**config.mk**
```make
export PLATFORM = sky130hd
export DESIGN_NAME = mic_sample_gain_and_chunk_rms_top
export DESIGN_NICKNAME = d
export VERILOG_FILES = /design/src/sv/msgcr_pkg.sv /design/src/sv/mic_sample_gain_and_chunk_rms_top.sv /design/src/sv/msgcr_front.sv /design/src/sv/msgcr_queue.sv /design/src/sv/msgcr_back.sv
export SDC_FILE = /design/constraint.sdc
export NUM_CORES = 1
export LEC_CHECK = 0
export ABC_CLOCK_PERIOD_IN_PS = 17100
export BUFFER_PORTS_ARGS = -buffer_cell sky130_fd_sc_hd__clkbuf_2
export CAP_MARGIN = 20
export CELL_PAD_IN_SITES_DETAIL_PLACEMENT = 0
export CELL_PAD_IN_SITES_GLOBAL_PLACEMENT = 1
export CORE_MARGIN = 2
export CORE_UTILIZATION = 50
export CTS_CLUSTER_DIAMETER = 60
export DETAILED_ROUTE_END_ITERATION = 8
export HOLD_SLACK_MARGIN = 0.1
export PLACE_DENSITY_LB_ADDON = 0.1
export SLEW_MARGIN = 30
export SYNTH_ARGS = -nofsm -noshare
export SYNTH_HDL_FRONTEND = slang
export SYNTH_HIERARCHICAL = 1
export SYNTH_SLANG_ARGS = --single-unit
```
**constraint.sdc**
```tcl
create_clock -name clk_i -period 17.1 [get_ports clk_i]
set_input_delay 3.42 -clock clk_i [delete_from_list [all_inputs] [get_ports clk_i]]
set_output_delay 3.42 -clock clk_i [all_outputs]
set_load 0.005 [all_outputs]
```
**src/sv/msgcr_pkg.sv**
```systemverilog
// Shared types and constants for the microphone gain and chunk RMS meter.
// No dependencies; used by every module of the block.
package msgcr_pkg;

  localparam int RAW_W      = 32;
  localparam int SAMPLE_W   = 16;
  localparam int GAIN_W     = 4;
  localparam int SQ_W       = 31;  // square of a saturated sample, at most 2**30
  localparam int SQ_SHIFT   = 30;  // log2 of the largest square
  localparam int FRAC_SHIFT = 16;  // sum is scaled by 65536 before the divide
  localparam int Q_W        = 47;  // quotient width: mean square * 65536 < 2**47
  localparam int ROOT_W     = 24;
  localparam int RAD_W      = 2 * ROOT_W;
  localparam int SQ_REM_W   = ROOT_W + 2;
  localparam int QDEPTH     = 4;
  localparam int QPTR_W     = $clog2(QDEPTH);

  localparam logic signed [RAW_W-1:0] SAT_MAX = 32'sd32767;
  localparam logic signed [RAW_W-1:0] SAT_MIN = -32'sd32768;

  localparam int CFG_IDX_W  = 1;
  localparam int CFG_DATA_W = 4;

  typedef enum logic [CFG_IDX_W-1:0] {
    REG_GAIN = 1'b0,
    REG_MUTE = 1'b1
  } cfg_reg_e;

  typedef struct packed {
    logic [GAIN_W-1:0] gain;
    logic              mute;
  } cfg_t;

endpackage

```
**src/sv/mic_sample_gain_and_chunk_rms_top.sv**
```systemverilog
// Top level of the microphone gain stage with chunk RMS meter.
// Depends on msgcr_pkg, msgcr_front, msgcr_queue and msgcr_back.
//
// Usage:
//   Input side is a queue: drive raw_sample_i / last_in_chunk_i with push_i,
//   a word is taken at a clock edge with push_i high and full_o low.
//   Result side is a queue too: while empty_o is low the oldest result sits on
//   sample_out_o / rms_level_o / rms_valid_o; pop_i with empty_o low takes it.
//   Exactly one result comes out per input word, in order.
//   Configuration goes through cfg_valid_i / cfg_ready_o with cfg_index_i
//   (0 = gain shift, 1 = mute) and cfg_data_i; write it only while idle.
// Flow:
//   An ordinary sample passes the stage 1 register and the queue into the
//   result register; words stream at one per cycle while pop_i keeps the
//   result register free and no chunk end is in work. A word marked last
//   runs a bit-serial divide and a square root in the back end before it
//   leaves. Meanwhile the front end keeps accepting the next chunk until
//   the 4-entry queue and its own stage fill up.
// Reset clears the accumulator, the sample count, the configuration and all
// valid flags but rms_valid_o; empty_o rises and full_o falls at once.
// When the receiver holds off pop_i, the result holds, the back end stalls,
// and the queue fills until full_o pushes back on the sender.
module mic_sample_gain_and_chunk_rms_top #(
  parameter int MAX_CHUNK = 4096
) (
  input  logic                                   clk_i,
  input  logic                                   rst_ni,
  input  logic                                   push_i,
  output logic                                   full_o,
  input  logic signed [msgcr_pkg::RAW_W-1:0]     raw_sample_i,
  input  logic                                   last_in_chunk_i,
  output logic                                   empty_o,
  input  logic                                   pop_i,
  output logic signed [msgcr_pkg::SAMPLE_W-1:0]  sample_out_o,
  output logic [msgcr_pkg::ROOT_W-1:0]           rms_level_o,
  output logic                                   rms_valid_o,
  input  logic                                   cfg_valid_i,
  output logic                                   cfg_ready_o,
  input  logic [msgcr_pkg::CFG_IDX_W-1:0]        cfg_index_i,
  input  logic [msgcr_pkg::CFG_DATA_W-1:0]       cfg_data_i
);

  // Count range follows the chunk limit; each square is below 2**31.
  localparam int CNT_W   = $clog2(MAX_CHUNK + 1);
  localparam int SUM_W   = msgcr_pkg::SQ_SHIFT + CNT_W;
  localparam int ENTRY_W = msgcr_pkg::SAMPLE_W + 1 + SUM_W + CNT_W;

  msgcr_pkg::cfg_t cfg_q;

  logic                            fq_push, fq_full;
  logic [msgcr_pkg::SAMPLE_W-1:0]  fq_sample;
  logic                            fq_last;
  logic [SUM_W-1:0]                fq_sum;
  logic [CNT_W-1:0]                fq_count;
  logic [ENTRY_W-1:0]              fq_entry, bq_entry;
  logic                            bq_pop, bq_empty;
  logic [msgcr_pkg::SAMPLE_W-1:0]  bq_sample;
  logic                            bq_last;
  logic [SUM_W-1:0]                bq_sum;
  logic [CNT_W-1:0]                bq_count;

  // Registers accept a write every cycle.
  assign cfg_ready_o = 1'b1;

  always_ff @(posedge clk_i or negedge rst_ni) begin
    if (!rst_ni) begin
      cfg_q <= '0;
    end else if (cfg_valid_i && cfg_ready_o) begin
      unique case (msgcr_pkg::cfg_reg_e'(cfg_index_i))
        msgcr_pkg::REG_GAIN: cfg_q.gain <= cfg_data_i[msgcr_pkg::GAIN_W-1:0];
        msgcr_pkg::REG_MUTE: cfg_q.mute <= cfg_data_i[0];
        default:             cfg_q      <= cfg_q;
      endcase
    end
  end

  msgcr_front #(
    .MAX_CHUNK (MAX_CHUNK),
    .CNT_W     (CNT_W),
    .SUM_W     (SUM_W)
  ) u_front (
    .clk_i           (clk_i),
    .rst_ni          (rst_ni),
    .cfg_i           (cfg_q),
    .push_i          (push_i),
    .full_o          (full_o),
    .raw_sample_i    (raw_sample_i),
    .last_in_chunk_i (last_in_chunk_i),
    .q_push_o        (fq_push),
    .q_full_i        (fq_full),
    .q_sample_o      (fq_sample),
    .q_last_o        (fq_last),
    .q_sum_o         (fq_sum),
    .q_count_o       (fq_count)
  );

  // Pack one queue entry: sample, last flag, chunk sum and count snapshot.
  assign fq_entry = {fq_sample, fq_last, fq_sum, fq_count};

  msgcr_queue #(
    .WIDTH (ENTRY_W)
  ) u_queue (
    .clk_i   (clk_i),
    .rst_ni  (rst_ni),
    .push_i  (fq_push),
    .full_o  (fq_full),
    .data_i  (fq_entry),
    .pop_i   (bq_pop),
    .empty_o (bq_empty),
    .data_o  (bq_entry)
  );

  assign {bq_sample, bq_last, bq_sum, bq_count} = bq_entry;

  msgcr_back #(
    .CNT_W (CNT_W),
    .SUM_W (SUM_W)
  ) u_back (
    .clk_i        (clk_i),
    .rst_ni       (rst_ni),
    .q_empty_i    (bq_empty),
    .q_pop_o      (bq_pop),
    .q_sample_i   (bq_sample),
    .q_last_i     (bq_last),
    .q_sum_i      (bq_sum),
    .q_count_i    (bq_count),
    .pop_i        (pop_i),
    .empty_o      (empty_o),
    .sample_out_o (sample_out_o),
    .rms_level_o  (rms_level_o),
    .rms_valid_o  (rms_valid_o)
  );

endmodule

```
**src/sv/msgcr_front.sv**
```systemverilog
// Front end: gain, saturation, mute, and chunk square-sum accumulation.
// Depends on msgcr_pkg; feeds msgcr_queue.
module msgcr_front #(
  parameter int MAX_CHUNK = 4096,
  parameter int CNT_W     = 13,
  parameter int SUM_W     = 43
) (
  input  logic                               clk_i,
  input  logic                               rst_ni,
  input  msgcr_pkg::cfg_t                    cfg_i,
  input  logic                               push_i,
  output logic                               full_o,
  input  logic signed [msgcr_pkg::RAW_W-1:0] raw_sample_i,
  input  logic                               last_in_chunk_i,
  output logic                               q_push_o,
  input  logic                               q_full_i,
  output logic [msgcr_pkg::SAMPLE_W-1:0]     q_sample_o,
  output logic                               q_last_o,
  output logic [SUM_W-1:0]                   q_sum_o,
  output logic [CNT_W-1:0]                   q_count_o
);

  logic signed [msgcr_pkg::RAW_W-1:0]    s_ext;
  logic signed [msgcr_pkg::RAW_W-1:0]    gained;
  logic signed [msgcr_pkg::SAMPLE_W-1:0] sat;
  logic                                  s1_adv;
  logic                                  s1_valid_q;
  logic signed [msgcr_pkg::SAMPLE_W-1:0] s1_sample_q;
  logic [msgcr_pkg::SAMPLE_W-1:0]        s1_out_q;
  logic                                  s1_last_q;
  logic [msgcr_pkg::SAMPLE_W-1:0]        mag;
  logic [2*msgcr_pkg::SAMPLE_W-1:0]      sq;
  logic                                  counting;
  logic [SUM_W-1:0]                      sum_q, sum_new;
  logic [CNT_W-1:0]                      cnt_q, cnt_new;

  // Stage 1: take the upper half word, apply gain, clamp and mute.
  assign s_ext  = {{16{raw_sample_i[31]}}, raw_sample_i[31:16]};
  assign gained = s_ext <<< cfg_i.gain;

  always_comb begin
    if (gained > msgcr_pkg::SAT_MAX) begin
      sat = msgcr_pkg::SAMPLE_W'(msgcr_pkg::SAT_MAX);
    end else if (gained < msgcr_pkg::SAT_MIN) begin
      sat = msgcr_pkg::SAMPLE_W'(msgcr_pkg::SAT_MIN);
    end else begin
      sat = gained[msgcr_pkg::SAMPLE_W-1:0];
    end
  end

  assign s1_adv   = !s1_valid_q || !q_full_i;
  assign full_o   = !s1_adv;
  assign q_push_o = s1_valid_q && !q_full_i;

  // Stage 2: square and accumulate while the word moves into the queue.
  assign mag = s1_sample_q[msgcr_pkg::SAMPLE_W-1] ? msgcr_pkg::SAMPLE_W'(-s1_sample_q)
                                                  : s1_sample_q;
  assign sq  = {16'b0, mag} * {16'b0, mag};

  assign counting = cnt_q < CNT_W'(MAX_CHUNK);
  assign sum_new  = counting ? sum_q + SUM_W'(sq[msgcr_pkg::SQ_W-1:0]) : sum_q;
  assign cnt_new  = counting ? cnt_q + CNT_W'(1) : cnt_q;

  assign q_sample_o = s1_out_q;
  assign q_last_o   = s1_last_q;
  assign q_sum_o    = sum_new;
  assign q_count_o  = cnt_new;

  always_ff @(posedge clk_i or negedge rst_ni) begin
    if (!rst_ni) begin
      s1_valid_q <= 1'b0;
      sum_q      <= '0;
      cnt_q      <= '0;
    end else begin
      if (s1_adv) begin
        s1_valid_q <= push_i;
      end
      if (q_push_o) begin
        sum_q <= s1_last_q ? '0 : sum_new;
        cnt_q <= s1_last_q ? '0 : cnt_new;
      end
    end
  end

  always_ff @(posedge clk_i) begin
    if (s1_adv && push_i) begin
      s1_sample_q <= sat;
      s1_out_q    <= cfg_i.mute ? '0 : sat;
      s1_last_q   <= last_in_chunk_i;
    end
  end

endmodule

```
**src/sv/msgcr_queue.sv**
```systemverilog
// Short queue between front end and back end.
// Depends on msgcr_pkg for depth.
module msgcr_queue #(
  parameter int WIDTH = 73
) (
  input  logic             clk_i,
  input  logic             rst_ni,
  input  logic             push_i,
  output logic             full_o,
  input  logic [WIDTH-1:0] data_i,
  input  logic             pop_i,
  output logic             empty_o,
  output logic [WIDTH-1:0] data_o
);

  logic [WIDTH-1:0]             mem_q [msgcr_pkg::QDEPTH];
  logic [msgcr_pkg::QPTR_W-1:0] wr_ptr_q, rd_ptr_q;
  logic [msgcr_pkg::QPTR_W:0]   cnt_q;
  logic                         do_push, do_pop;

  assign full_o  = cnt_q == (msgcr_pkg::QPTR_W + 1)'(msgcr_pkg::QDEPTH);
  assign empty_o = cnt_q == '0;
  assign do_push = push_i && !full_o;
  assign do_pop  = pop_i && !empty_o;
  assign data_o  = mem_q[rd_ptr_q];

  always_ff @(posedge clk_i or negedge rst_ni) begin
    if (!rst_ni) begin
      wr_ptr_q <= '0;
      rd_ptr_q <= '0;
      cnt_q    <= '0;
    end else begin
      if (do_push) begin
        wr_ptr_q <= wr_ptr_q + msgcr_pkg::QPTR_W'(1);
      end
      if (do_pop) begin
        rd_ptr_q <= rd_ptr_q + msgcr_pkg::QPTR_W'(1);
      end
      if (do_push && !do_pop) begin
        cnt_q <= cnt_q + (msgcr_pkg::QPTR_W + 1)'(1);
      end else if (!do_push && do_pop) begin
        cnt_q <= cnt_q - (msgcr_pkg::QPTR_W + 1)'(1);
      end
    end
  end

  always_ff @(posedge clk_i) begin
    if (do_push) begin
      mem_q[wr_ptr_q] <= data_i;
    end
  end

endmodule

```
**src/sv/msgcr_back.sv**
```systemverilog
// Back end: bit-serial divide and square root for the chunk RMS, plus output register.
// Depends on msgcr_pkg; drains msgcr_queue.
module msgcr_back #(
  parameter int CNT_W = 13,
  parameter int SUM_W = 43
) (
  input  logic                                clk_i,
  input  logic                                rst_ni,
  input  logic                                q_empty_i,
  output logic                                q_pop_o,
  input  logic [msgcr_pkg::SAMPLE_W-1:0]      q_sample_i,
  input  logic                                q_last_i,
  input  logic [SUM_W-1:0]                    q_sum_i,
  input  logic [CNT_W-1:0]                    q_count_i,
  input  logic                                pop_i,
  output logic                                empty_o,
  output logic signed [msgcr_pkg::SAMPLE_W-1:0] sample_out_o,
  output logic [msgcr_pkg::ROOT_W-1:0]        rms_level_o,
  output logic                                rms_valid_o
);

  localparam int DVD_W = SUM_W + msgcr_pkg::FRAC_SHIFT;
  localparam int IT_W  = $clog2(DVD_W + 1);

  localparam logic [1:0] S_IDLE = 2'd0;
  localparam logic [1:0] S_DIV  = 2'd1;
  localparam logic [1:0] S_SQRT = 2'd2;
  localparam logic [1:0] S_OUT  = 2'd3;

  logic [1:0]                     state_q, state_d;
  logic [IT_W-1:0]                iter_q, iter_d;
  logic                           out_valid_q, out_valid_d;
  logic                           slot_free;
  logic                           load_plain, load_rms, start;

  logic [DVD_W-1:0]               dvd_q;
  logic [CNT_W-1:0]               dvs_q;
  logic [CNT_W-1:0]               drem_q;
  logic [msgcr_pkg::Q_W-1:0]      quot_q;
  logic [CNT_W:0]                 drem_sh;
  logic                           dge;
  logic [msgcr_pkg::Q_W-1:0]      quot_next;

  logic [msgcr_pkg::RAD_W-1:0]    rad_q;
  logic [msgcr_pkg::SQ_REM_W-1:0] srem_q;
  logic [msgcr_pkg::ROOT_W-1:0]   root_q;
  logic [msgcr_pkg::SQ_REM_W+1:0] srem_sh;
  logic [msgcr_pkg::SQ_REM_W+1:0] trial;
  logic                           sge;

  logic [msgcr_pkg::SAMPLE_W-1:0] held_sample_q;
  logic [msgcr_pkg::SAMPLE_W-1:0] out_sample_q;
  logic [msgcr_pkg::ROOT_W-1:0]   out_rms_q;
  logic                           out_rvalid_q;

  assign slot_free = !out_valid_q || pop_i;

  // Restoring divide, one quotient bit per cycle.
  assign drem_sh   = {drem_q, dvd_q[DVD_W-1]};
  assign dge       = drem_sh >= {1'b0, dvs_q};
  assign quot_next = {quot_q[msgcr_pkg::Q_W-2:0], dge};

  // Digit-by-digit square root, one root bit per cycle.
  assign srem_sh = {srem_q, rad_q[msgcr_pkg::RAD_W-1 -: 2]};
  assign trial   = (msgcr_pkg::SQ_REM_W + 2)'({root_q, 2'b01});
  assign sge     = srem_sh >= trial;

  always_comb begin
    state_d    = state_q;
    iter_d     = iter_q;
    q_pop_o    = 1'b0;
    load_plain = 1'b0;
    load_rms   = 1'b0;
    start      = 1'b0;
    unique case (state_q)
      S_IDLE: begin
        if (!q_empty_i) begin
          if (q_last_i) begin
            q_pop_o = 1'b1;
            start   = 1'b1;
            iter_d  = '0;
            state_d = S_DIV;
          end else if (slot_free) begin
            q_pop_o    = 1'b1;
            load_plain = 1'b1;
          end
        end
      end
      S_DIV: begin
        if (iter_q == IT_W'(DVD_W - 1)) begin
          iter_d  = '0;
          state_d = S_SQRT;
        end else begin
          iter_d = iter_q + IT_W'(1);
        end
      end
      S_SQRT: begin
        if (iter_q == IT_W'(msgcr_pkg::ROOT_W - 1)) begin
          state_d = S_OUT;
        end else begin
          iter_d = iter_q + IT_W'(1);
        end
      end
      S_OUT: begin
        if (slot_free) begin
          load_rms = 1'b1;
          state_d  = S_IDLE;
        end
      end
      default: state_d = S_IDLE;
    endcase
  end

  always_comb begin
    out_valid_d = out_valid_q && !pop_i;
    if (load_plain || load_rms) begin
      out_valid_d = 1'b1;
    end
  end

  always_ff @(posedge clk_i or negedge rst_ni) begin
    if (!rst_ni) begin
      state_q     <= S_IDLE;
      iter_q      <= '0;
      out_valid_q <= 1'b0;
    end else begin
      state_q     <= state_d;
      iter_q      <= iter_d;
      out_valid_q <= out_valid_d;
    end
  end

  always_ff @(posedge clk_i) begin
    if (start) begin
      dvd_q         <= {q_sum_i, msgcr_pkg::FRAC_SHIFT'(0)};
      dvs_q         <= q_count_i;
      drem_q        <= '0;
      quot_q        <= '0;
      held_sample_q <= q_sample_i;
    end else if (state_q == S_DIV) begin
      dvd_q  <= {dvd_q[DVD_W-2:0], 1'b0};
      drem_q <= dge ? CNT_W'(drem_sh - {1'b0, dvs_q}) : drem_sh[CNT_W-1:0];
      quot_q <= quot_next;
      if (iter_q == IT_W'(DVD_W - 1)) begin
        rad_q  <= msgcr_pkg::RAD_W'(quot_next);
        srem_q <= '0;
        root_q <= '0;
      end
    end else if (state_q == S_SQRT) begin
      rad_q  <= {rad_q[msgcr_pkg::RAD_W-3:0], 2'b00};
      srem_q <= sge ? msgcr_pkg::SQ_REM_W'(srem_sh - trial)
                    : msgcr_pkg::SQ_REM_W'(srem_sh);
      root_q <= {root_q[msgcr_pkg::ROOT_W-2:0], sge};
    end
    if (load_plain) begin
      out_sample_q <= q_sample_i;
      out_rms_q    <= '0;
      out_rvalid_q <= 1'b0;
    end else if (load_rms) begin
      out_sample_q <= held_sample_q;
      out_rms_q    <= root_q;
      out_rvalid_q <= 1'b1;
    end
  end

  assign empty_o      = !out_valid_q;
  assign sample_out_o = out_sample_q;
  assign rms_level_o  = out_rms_q;
  assign rms_valid_o  = out_rvalid_q;

endmodule

```
==> results of run 1 <==
==> final timing paths <==
check                                       startpoint                     end  slack (ps)  depth (start not counted)
worst max-delay path            u_front/s1_sample_q[0]    u_queue/mem_q[3][39]        5840                         37
worst min-delay path            u_back/rms_level_o[17]  u_back/rms_level_o[17]         450                          2
worst max register to register  u_front/s1_sample_q[0]    u_queue/mem_q[3][39]        5840                         37
worst min register to register  u_back/rms_level_o[17]  u_back/rms_level_o[17]         450                          2
max in group asynchronous                       rst_ni                cfg_q[1]       13190                          2
min in group asynchronous                       rst_ni       u_front/sum_q[35]        2800                          1
==> per-stage QoR <==
stage          hold slack, ps  setup slack (ps)  cell area [sq um]  util (%)
6_report                  454              5840              42200      55.6
5_1_grt                   473              5120              42200      55.6
4_1_cts                   455              5850              42100      55.6
3_5_place_dp              447              5880              39600      52.3
3_3_place_gp              443              5990              39600      52.2
2_1_floorplan             442              7670              38300         -
==> worst max-delay path, delay by kind of cell (launching register included) <==
family,cells,cell delay (ps)
AO/OA/AOI/OAI,11,2870
adder cells (fa/ha/maj),9,4150
flip-flops,1,470
buffers and inverters,9,1390
AND/OR/NAND/NOR,5,1210
XOR/XNOR,3,890
==> metal layers <==
metal | up-vias | routed length [um] | track usage, %
li1 | 11800 | - | -
met1 | 12400 | 37500 | 29.6
met2 | 498 | 39100 | 34.7
met3 | 125 | 3510 | 3.25
met4 | 0 | 1900 | 6.05
met5 | - | 0 | 0
==> kinds of logic (layout without fill, tap and decap cells) <==
group | Yosys count | in the layout | share of synthesized area, %
simple gates | 893 | 893 | 10.1
flops | 673 | 673 | 49.6
compound gates | 621 | 621 | 10.3
buf+inv | 498 | 620 | 5.22
fa+ha+maj | 346 | 346 | 14.6
mux | 166 | 166 | 7.20
xor+xnor | 131 | 131 | 3.00
other cells | 3 | 12 | 0.0294
==> cell usage after synthesis (all sizes together) (19+ instances only) <==
| cell type | instances |
|---|---|
| a22o | 26 |
| fa | 167 |
| mux4 | 83 |
| buf | 34 |
| dfxtp | 84 |
| mux2i | 43 |
| and2 | 19 |
| nand2 | 496 |
| nor2b | 24 |
| inv | 363 |
| ha | 179 |
| xnor2 | 81 |
| nor3 | 35 |
| edfxtp | 511 |
| dfrtp | 78 |
| xor2 | 50 |
| nor2 | 189 |
| a21oi | 203 |
| nand3 | 43 |
| mux2 | 40 |
| clkbuf | 94 |
| a21o | 56 |
| o31ai | 22 |
| o21ai | 185 |
==> final cells by class <==
type	instances	share of cell area, %
Clock buffer	102	4.94
Clock inverter	41	0.988
Inverter	370	3.30
Multi-Input combinational cell	2169	41.3
Sequential cell	673	45.1
Tap cell	978	2.90
Timing Repair Buffer	107	1.56
==> flip-flops by register name, indices dropped and copies added (netlist names), 6 cells and up <==
| signal | count |
|---|---|
| u_back/held_sample_q | 16 |
| u_back/srem_q | 26 |
| u_back/dvs_q | 13 |
| u_front/sum_q | 43 |
| u_back/iter_q | 6 |
| u_back/dvd_q | 43 |
| u_back/drem_q | 13 |
| u_queue/mem_q | 292 |
| u_front/s1_sample_q | 16 |
| u_back/rad_q | 48 |
| u_back/root_q | 24 |
| u_front/cnt_q | 13 |
| u_front/q_sample_o | 16 |
| u_back/rms_level_o | 24 |
| u_back/quot_q | 46 |
| u_back/sample_out_o | 16 |
==> results.yml, run 1 <==
global_routing:
  antenna_found_initial: 0
  grt-ovfl-total: 0
  grt_max_degree: 98
  grt_use_total_pct: 21.3
  global_route_wire_length_before_repair_um: 133000
  grt_pass1_vias: 25300
critical_path:
  timing.critical_path.arrival_ps: 11630
  worst_setup_path_end_kind: "register"
  top_cell_by_count_worst_path: "sky130_fd_sc_hd__inv_1"
  required_worst_endpoint_ps: 17470
  critical_path_peak_fanout: 19
  timing.setup.critical_path_class: "register to register"
  critical-path-max-stage-delay_ps: 690
  critical_path_source_type: "register"
  slowest_stage: "sky130_fd_sc_hd__a21oi_1"
routing:
  dr_total_vias: 24800
  drt-pass1-iter-count: 6
  drt-total-wl_um: 82000
  via_per_inst: 5.58
  drt_iter0_markers: 1726
  antenna_violating_nets_post_route: 0
  wire_per_inst_um: 18.5
  remaining_drc_errors: 0
cts:
  cts_tree: "yes"
  clock_tree.buffer_depth: 3
  clk_latency_ps: 650
  post_cts_resized: 0
  clk_pin_slew_worst_paths_ps: 60
  cts_num_sinks: 673
  clockRootBuffer: "sky130_fd_sc_hd__clkbuf_16"
  postCtsHoldBufs: 0
  cts_inserted_buffers: 77
  htree_levels: 3
  setup_fix_bufs_post_cts: 0
layout:
  mostFrequentLayoutCells: "sky130_fd_sc_hd__edfxtp_1 (511), sky130_fd_sc_hd__nand2_1 (492), sky130_fd_sc_hd__inv_1 (359)"
  mostFrequentLayoutCell: "sky130_fd_sc_hd__edfxtp_1"
  fillCellCount: 6451
  final-instance-count-excl-fill: 4440
  share_of_post_route_cells_with_drive_strength_above_1_pct: 12.3
  layout.nets: 3787
  layout-area-overhead-vs-synth_pct: 10.1
  sequential_cell_area_sq_um: 19000
  antenna_cells: 0
  multi_input_area_sq_um: 17400
synth:
  number_of_flops_mapped_to_enable_cells_by_yosys: 511
  yosysTopAreaCell: "sky130_fd_sc_hd__edfxtp_1"
  synthesis.area_per_instance_sq_um: 11.5
  synth_warnings: 6
  synth-seq-area-share_pct: 49.6
  synth_cells: 3331
  synthArstFlopShare_pct: 11.6
  ys_seq_elements: 673
  netlist.area_leader.share_pct: 40.1
  syn_std_cell_area_sq_um: 38300
  post_synth_main_area_contributors: "sky130_fd_sc_hd__edfxtp_1 (40%), sky130_fd_sc_hd__fa_1 (8.7%), sky130_fd_sc_hd__ha_1 (5.9%)"
  post_synth_num_cell_types: 100
  synth_flop_cell: "sky130_fd_sc_hd__edfxtp_1"
min_path:
  holdCritPathClass: "register to register"
timing:
  worst_clock_skew_ps: 65.5
  final.period_utilization_pct: 65.9
  relative_max_transition_margin_pct: 36.1
  unrepaired_setup_endpoints_after_global_routing: "no"
  slew_viol_final: 0
  timing_worst_slew_pin_value_ps: 958
  total_of_endpoints_with_negative_setup_slack_in_the_final_report: 0
  fmaxAchievable_mhz: 88.8
  final_critical_period_ps: 11260
  final_hold_vios: 0
  setup_total_negative_slack_ps: 0
outcome:
  run_status: "finished, final reports clean"
placement:
  routabilityCongestion: 0.847
  numPortBuffers: 69
  placed_cells_incl_taps: 4297
  place.detailed.hpwl_um: 56100
floorplan:
  rows: 101
  ioPinCount: 87
  floorplan.initialDensity_pct: 50.5
  die_y_um: 281
  die_x_um: 281
  design.core.area_sq_um: 75800
  die-area_sq_um: 78800
run:
  maxCapViolCount: 0
Power of run 1 is not shown: default switching activity piles up to over one toggle a cycle in this logic, so the estimate is an artifact.
==> run 2, diff against run 1 <==
--- a/config.mk
+++ b/config.mk
@@ -5,13 +5,14 @@
 export SDC_FILE = /design/constraint.sdc
 export NUM_CORES = 1
 export LEC_CHECK = 0
-export ABC_CLOCK_PERIOD_IN_PS = 17100
+export ABC_AREA = 1
+export ABC_CLOCK_PERIOD_IN_PS = 9200
 export BUFFER_PORTS_ARGS = -buffer_cell sky130_fd_sc_hd__clkbuf_2
 export CAP_MARGIN = 20
 export CELL_PAD_IN_SITES_DETAIL_PLACEMENT = 0
 export CELL_PAD_IN_SITES_GLOBAL_PLACEMENT = 1
 export CORE_MARGIN = 2
-export CORE_UTILIZATION = 50
+export CORE_UTILIZATION = 45
 export CTS_CLUSTER_DIAMETER = 60
 export DETAILED_ROUTE_END_ITERATION = 8
 export HOLD_SLACK_MARGIN = 0.1
==> constraint.sdc (replaced) <==
create_clock -name clk_i -period 9.2 [get_ports clk_i]
set_input_delay 1.84 -clock clk_i [delete_from_list [all_inputs] [get_ports clk_i]]
set_output_delay 1.84 -clock clk_i [all_outputs]
set_load 0.005 [all_outputs]
==> run 2 against run 1 <==
Synthesized cell count grew 41%. First-iteration DRC count shrank 11%. Critical path depth shrank 1. Via count grew 20%. Register-to-register slack lost 5200 ps. Critical endpoint is now u_queue/mem_q[0][42]. Largest cell class unchanged.
==> results.yml, run 2 <==
timing:
  relative_max_transition_margin_pct: 36.3
  slew_viol_final: 0
  final_critical_period_ps: 8600
  unrepaired_setup_endpoints_after_global_routing: "no"
  total_of_endpoints_with_negative_setup_slack_in_the_final_report: 0
  final.period_utilization_pct: 93.5
  fmaxAchievable_mhz: 116
  final_hold_vios: 0
  setup_total_negative_slack_ps: 0
  worst_clock_skew_ps: 14.1
  timing_worst_slew_pin_value_ps: 956
floorplan:
  rows: 111
  die_y_um: 307
  design.core.area_sq_um: 91400
  die_x_um: 307
  ioPinCount: 87
  floorplan.initialDensity_pct: 45.3
  die-area_sq_um: 94400
synth:
  ys_seq_elements: 673
  synth_top_cells_by_count: "sky130_fd_sc_hd__nand2_1 (1376), sky130_fd_sc_hd__inv_1 (793), sky130_fd_sc_hd__edfxtp_1 (511), sky130_fd_sc_hd__nor2_1 (310), sky130_fd_sc_hd__nand3_1 (183)"
  yosysTopAreaCell: "sky130_fd_sc_hd__edfxtp_1"
  post_synth_num_cell_types: 59
  number_of_flops_mapped_to_enable_cells_by_yosys: 511
  netlist.area_leader.share_pct: 37.1
  synth_flop_cell: "sky130_fd_sc_hd__edfxtp_1"
  synthArstFlopShare_pct: 11.6
  synth_cells: 4682
  post_synth_main_area_contributors: "sky130_fd_sc_hd__edfxtp_1 (37%), sky130_fd_sc_hd__nand2_1 (12%), sky130_fd_sc_hd__fa_1 (8.1%)"
  syn_std_cell_area_sq_um: 41400
  synth_warnings: 6
  synth-seq-area-share_pct: 45.9
  synthesis.area_per_instance_sq_um: 8.84
  synthMostInstantiatedCell: "sky130_fd_sc_hd__nand2_1"
layout:
  antenna_cells: 0
  mostFrequentLayoutCell: "sky130_fd_sc_hd__nand2_1"
  mostFrequentLayoutCells: "sky130_fd_sc_hd__nand2_1 (1372), sky130_fd_sc_hd__inv_1 (789), sky130_fd_sc_hd__edfxtp_1 (511)"
  reg_top3: "u_queue/mem_q (292), u_back/rad_q (48), u_back/quot_q (46)"
  largest_register_ffs: 292
  largest_reg_by_ff_count: "u_queue/mem_q"
  layout-area-overhead-vs-synth_pct: 10.5
  share_of_post_route_cells_with_drive_strength_above_1_pct: 8.88
  layout.nets: 5136
critical_path:
  critical_path_source_type: "register"
  timing.setup.critical_path_class: "register to register"
  worst_setup_path_end_kind: "register"
  critical_path_peak_fanout: 5
  required_worst_endpoint_ps: 9580
  critical-path-max-stage-delay_ps: 560
  slowest_stage: "sky130_fd_sc_hd__fa_1"
  timing.critical_path.arrival_ps: 8980
routing:
  drt-pass1-iter-count: 5
  remaining_drc_errors: 0
  antenna_violating_nets_post_route: 0
  wire_per_inst_um: 15.9
  drt_iter0_markers: 1537
  drt-total-wl_um: 95500
  via_per_inst: 4.95
  dr_total_vias: 29700
cts:
  clk_latency_ps: 640
  cts_num_sinks: 673
  clock_tree.buffer_depth: 3
  cts_inserted_buffers: 83
  clockRootBuffer: "sky130_fd_sc_hd__clkbuf_16"
  cts_tree: "yes"
  htree_levels: 3
  clk_pin_slew_worst_paths_ps: 60
  postCtsHoldBufs: 0
global_routing:
  grt_max_degree: 105
  global_route_wire_length_before_repair_um: 157000
  grt_pass1_vias: 29500
  grt-ovfl-total: 0
  grt_use_total_pct: 20.7
  antenna_found_initial: 0
min_path:
  holdCritPathClass: "register to register"
placement:
  numPortBuffers: 69
  place.detailed.hpwl_um: 67800
  routabilityCongestion: 0.889
outcome:
  run_status: "finished, final reports clean"
run:
  maxCapViolCount: 0
[run 2: path summary, 6_finish.rpt]
path / startpoint / end / slack [ps] / depth (start not counted)
min: u_back/quot_q[24] / u_back/quot_q[24] / 450 / 2
max in group asynchronous: rst_ni / u_queue/rd_ptr_q[1] / 6820 / 2
min in group asynchronous: rst_ni / u_front/cnt_q[7] / 1160 / 1
max: u_front/s1_sample_q[1] / u_queue/mem_q[0][42] / 600 / 36
max reg2reg: u_front/s1_sample_q[1] / u_queue/mem_q[0][42] / 600 / 36
min reg2reg: u_back/quot_q[24] / u_back/quot_q[24] / 450 / 2
[run 2: critical path, delay by kind of cell, from the launching register on]
family | cells | cell delay, ps
adders and majority gates | 9 | 4070
AOI/OAI and AO/OA | 9 | 1520
DFF | 1 | 390
buffers and inverters | 7 | 680
and+or+nand+nor | 9 | 1180
xor gates and xnor gates | 2 | 470
[run 2: final cells by class]
cell class                      count  area [sq um]
Clock buffer                      109          2290
Clock inverter                     47           524
Fill cell                        8799         45700
Inverter                          815          3080
Multi-Input combinational cell   3047         18600
Sequential cell                   673         19000
Tap cell                         1186          1480
Timing Repair Buffer              127           811
[run 2: cell families after synthesis]
family / share of synthesized area (%)
compound gates: 8.54
xor+xnor: 1.44
fa+ha+maj: 13.5
buf+inv: 9.73
flops: 45.9
other cells: 0.0272
simple gates: 20.9
[run 2: stage by stage]
step | instance area [sq um] | utilization (%) | instances | setup slack [ps] | hold WS (ps)
after floorplan | 41400 | - | 4691 | 469 | 427
after global placement | 42800 | 46.8 | 5845 | 342 | 434
after detailed placement | 42800 | 46.8 | 5845 | 343 | 439
after CTS | 45600 | 49.9 | 6001 | 303 | 454
after global routing | 45700 | 50.0 | 6004 | 11.6 | 468
final | 45700 | 50.0 | 6004 | 597 | 450
[run 2: layer usage]
metal  vias to the layer above  track usage, %  part of all wire (%)
met5                         -               0                     0
met4                         0            5.55                   2.1
met3                       115            2.43                   3.1
met2                       393            34.8                    47
met1                     14000            28.5                    48
li1                      15200               -                     -
[run 2: what timing repair did]
item                       4_1_cts  5_1_grt
setup endpoints to repair        0      107
gates resized for setup          0       35
buffers inserted                 0        2
Power of run 2 is left out for the same reason.
==> run 3, diff against run 2 <==
--- a/config.mk
+++ b/config.mk
@@ -12,7 +12,7 @@
 export CELL_PAD_IN_SITES_DETAIL_PLACEMENT = 0
 export CELL_PAD_IN_SITES_GLOBAL_PLACEMENT = 1
 export CORE_MARGIN = 2
-export CORE_UTILIZATION = 45
+export CORE_UTILIZATION = 40
 export CTS_CLUSTER_DIAMETER = 60
 export DETAILED_ROUTE_END_ITERATION = 8
 export HOLD_SLACK_MARGIN = 0.1
==> run 3 against run 2 <==
Global-route usage shrank 1.8 points. Utilization shrank 5.0 points. Final cell count grew 3.1%. Sequential cell count is the same. Worst setup slack lost 26 ps. Register-to-register slack lost 30 ps. Clock skew grew 9.2 ps. Maximum frequency shrank 0.30%. Routed wire length grew 2.9%. Worst hold slack is essentially flat. Largest cell class unchanged.
==> results.yml, run 3 (synthesis results as in run 2) <==
layout:
  mostFrequentLayoutCell: "sky130_fd_sc_hd__nand2_1"
  largest_reg_by_ff_count: "u_queue/mem_q"
  reg_top3: "u_queue/mem_q (292), u_back/rad_q (48), u_back/quot_q (46)"
  layout-area-overhead-vs-synth_pct: 11.2
  antenna_cells: 0
  share_of_post_route_cells_with_drive_strength_above_1_pct: 9.27
  mostFrequentLayoutCells: "sky130_fd_sc_hd__nand2_1 (1372), sky130_fd_sc_hd__inv_1 (789), sky130_fd_sc_hd__edfxtp_1 (511)"
  layout.nets: 5146
  largest_register_ffs: 292
timing:
  final.period_utilization_pct: 93.8
  slew_viol_final: 0
  final_critical_period_ps: 8630
  worst_clock_skew_ps: 23.3
  relative_max_transition_margin_pct: 40.0
  unrepaired_setup_endpoints_after_global_routing: "no"
  total_of_endpoints_with_negative_setup_slack_in_the_final_report: 0
  final_hold_vios: 0
  hold_slack_ps: 450
  timing_worst_slew_pin_value_ps: 899
  setup_total_negative_slack_ps: 0
  fmaxAchievable_mhz: 116
floorplan:
  die-area_sq_um: 106000
  die_y_um: 326
  ioPinCount: 87
  design.core.area_sq_um: 102000
  floorplan.initialDensity_pct: 40.5
  rows: 117
  die_x_um: 326
cts:
  cts_tree: "yes"
  postCtsHoldBufs: 0
  cts_num_sinks: 673
  clk_pin_slew_worst_paths_ps: 60
  cts_inserted_buffers: 81
  clk_latency_ps: 640
  clockRootBuffer: "sky130_fd_sc_hd__clkbuf_16"
  htree_levels: 3
  clock_tree.buffer_depth: 3
routing:
  drt-pass1-iter-count: 5
  drt_iter0_markers: 1480
  maxUsedRoutingLayer: "met4"
  drt-total-wl_um: 98300
  wl_met1_um: 47900
  dr_total_vias: 29500
  via_per_inst: 4.77
  met3RoutedLength_um: 2620
  antenna_violating_nets_post_route: 0
  remaining_drc_errors: 0
  wire_per_inst_um: 15.9
  wl_met2_um: 46100
global_routing:
  grt_pass1_vias: 29900
  antenna_found_initial: 0
  grt_use_total_pct: 18.9
  grt_max_degree: 134
  grt-ovfl-total: 0
  global_route_wire_length_before_repair_um: 162000
critical_path:
  timing.critical_path.arrival_ps: 8990
  timing.setup.critical_path_class: "register to register"
  path_buf_inv: 7
  critical-path-max-stage-delay_ps: 560
  slowest_stage: "sky130_fd_sc_hd__fa_1"
  critical_path_source_type: "register"
  critPathTopFamily: "adder cells"
  worst_setup_path_end_kind: "register"
  critical_path_peak_fanout: 13
  required_worst_endpoint_ps: 9560
placement:
  routabilityCongestion: 0.866
  numPortBuffers: 69
  place.detailed.hpwl_um: 69700
min_path:
  holdCritPathClass: "register to register"
outcome:
  run_status: "finished, final reports clean"
run:
  maxCapViolCount: 0
run 3: changes by cell type in the layout (fill, tap and decap cells not counted), sizes merged:
cell | previous run | this run
bufinv | 7 | 4
clkbuf | 177 | 184
buf | 59 | 71
inv | 815 | 817
clkinvlp | 10 | 3
clkinv | 30 | 25
run 3: final timing paths:
path | start | end | slack, ps | cells past startpoint
setup reg to reg | u_front/s1_sample_q[1] | u_queue/mem_q[1][42] | 570 | 36
min in group asynchronous | rst_ni | u_front/cnt_q[11] | 1160 | 1
hold / removal | u_back/quot_q[28] | u_back/quot_q[28] | 450 | 2
hold reg to reg | u_back/quot_q[28] | u_back/quot_q[28] | 450 | 2
max in group asynchronous | rst_ni | u_queue/rd_ptr_q[1] | 6820 | 2
setup / recovery | u_front/s1_sample_q[1] | u_queue/mem_q[1][42] | 570 | 36
run 3: per-layer routing:
| metal | GRT usage (%) | vias up |
|---|---|---|
| met5 | 0 | - |
| met4 | 4.57 | 0 |
| met3 | 2.00 | 98 |
| met2 | 31.7 | 315 |
| met1 | 26.3 | 13900 |
| li1 | - | 15200 |
run 3: worst register-to-register path: cells and delay by family, from the launching register on:
| family | cells | cell delay (ps) |
|---|---|---|
| adder cells (fa/ha/maj) | 9 | 4070 |
| XOR/XNOR | 2 | 470 |
| flip-flops | 1 | 430 |
| AND/OR/NAND/NOR | 9 | 1160 |
| buffers and inverters | 7 | 650 |
| AO/OA/AOI/OAI | 9 | 1590 |
run 3: layout make-up:
type / count / area [sq um]
fill: 10200 / 56200
sequential: 673 / 19000
multi-input combinational: 3047 / 18600
inverter: 815 / 3080
clock buffer: 116 / 2360
tap: 1368 / 1710
timing repair buffer: 139 / 930
clock inverter: 34 / 320
run 3: metrics by stage:
step	util, %	std cells	setup WS [ps]	cell area (sq um)
final	45.0	6192	572	46000
after CTS	44.8	6188	232	45800
after floorplan	-	4691	469	41400
after global placement	42.2	6038	342	43100
after global routing	45.0	6192	31.4	46000
after detailed placement	42.2	6038	303	43100
run 3: repair_timing:
item,4_1_cts,5_1_grt
gates resized for setup,0,47
setup endpoints to repair,0,107
buffers inserted,0,2
Power of run 3 is left out for the same reason.
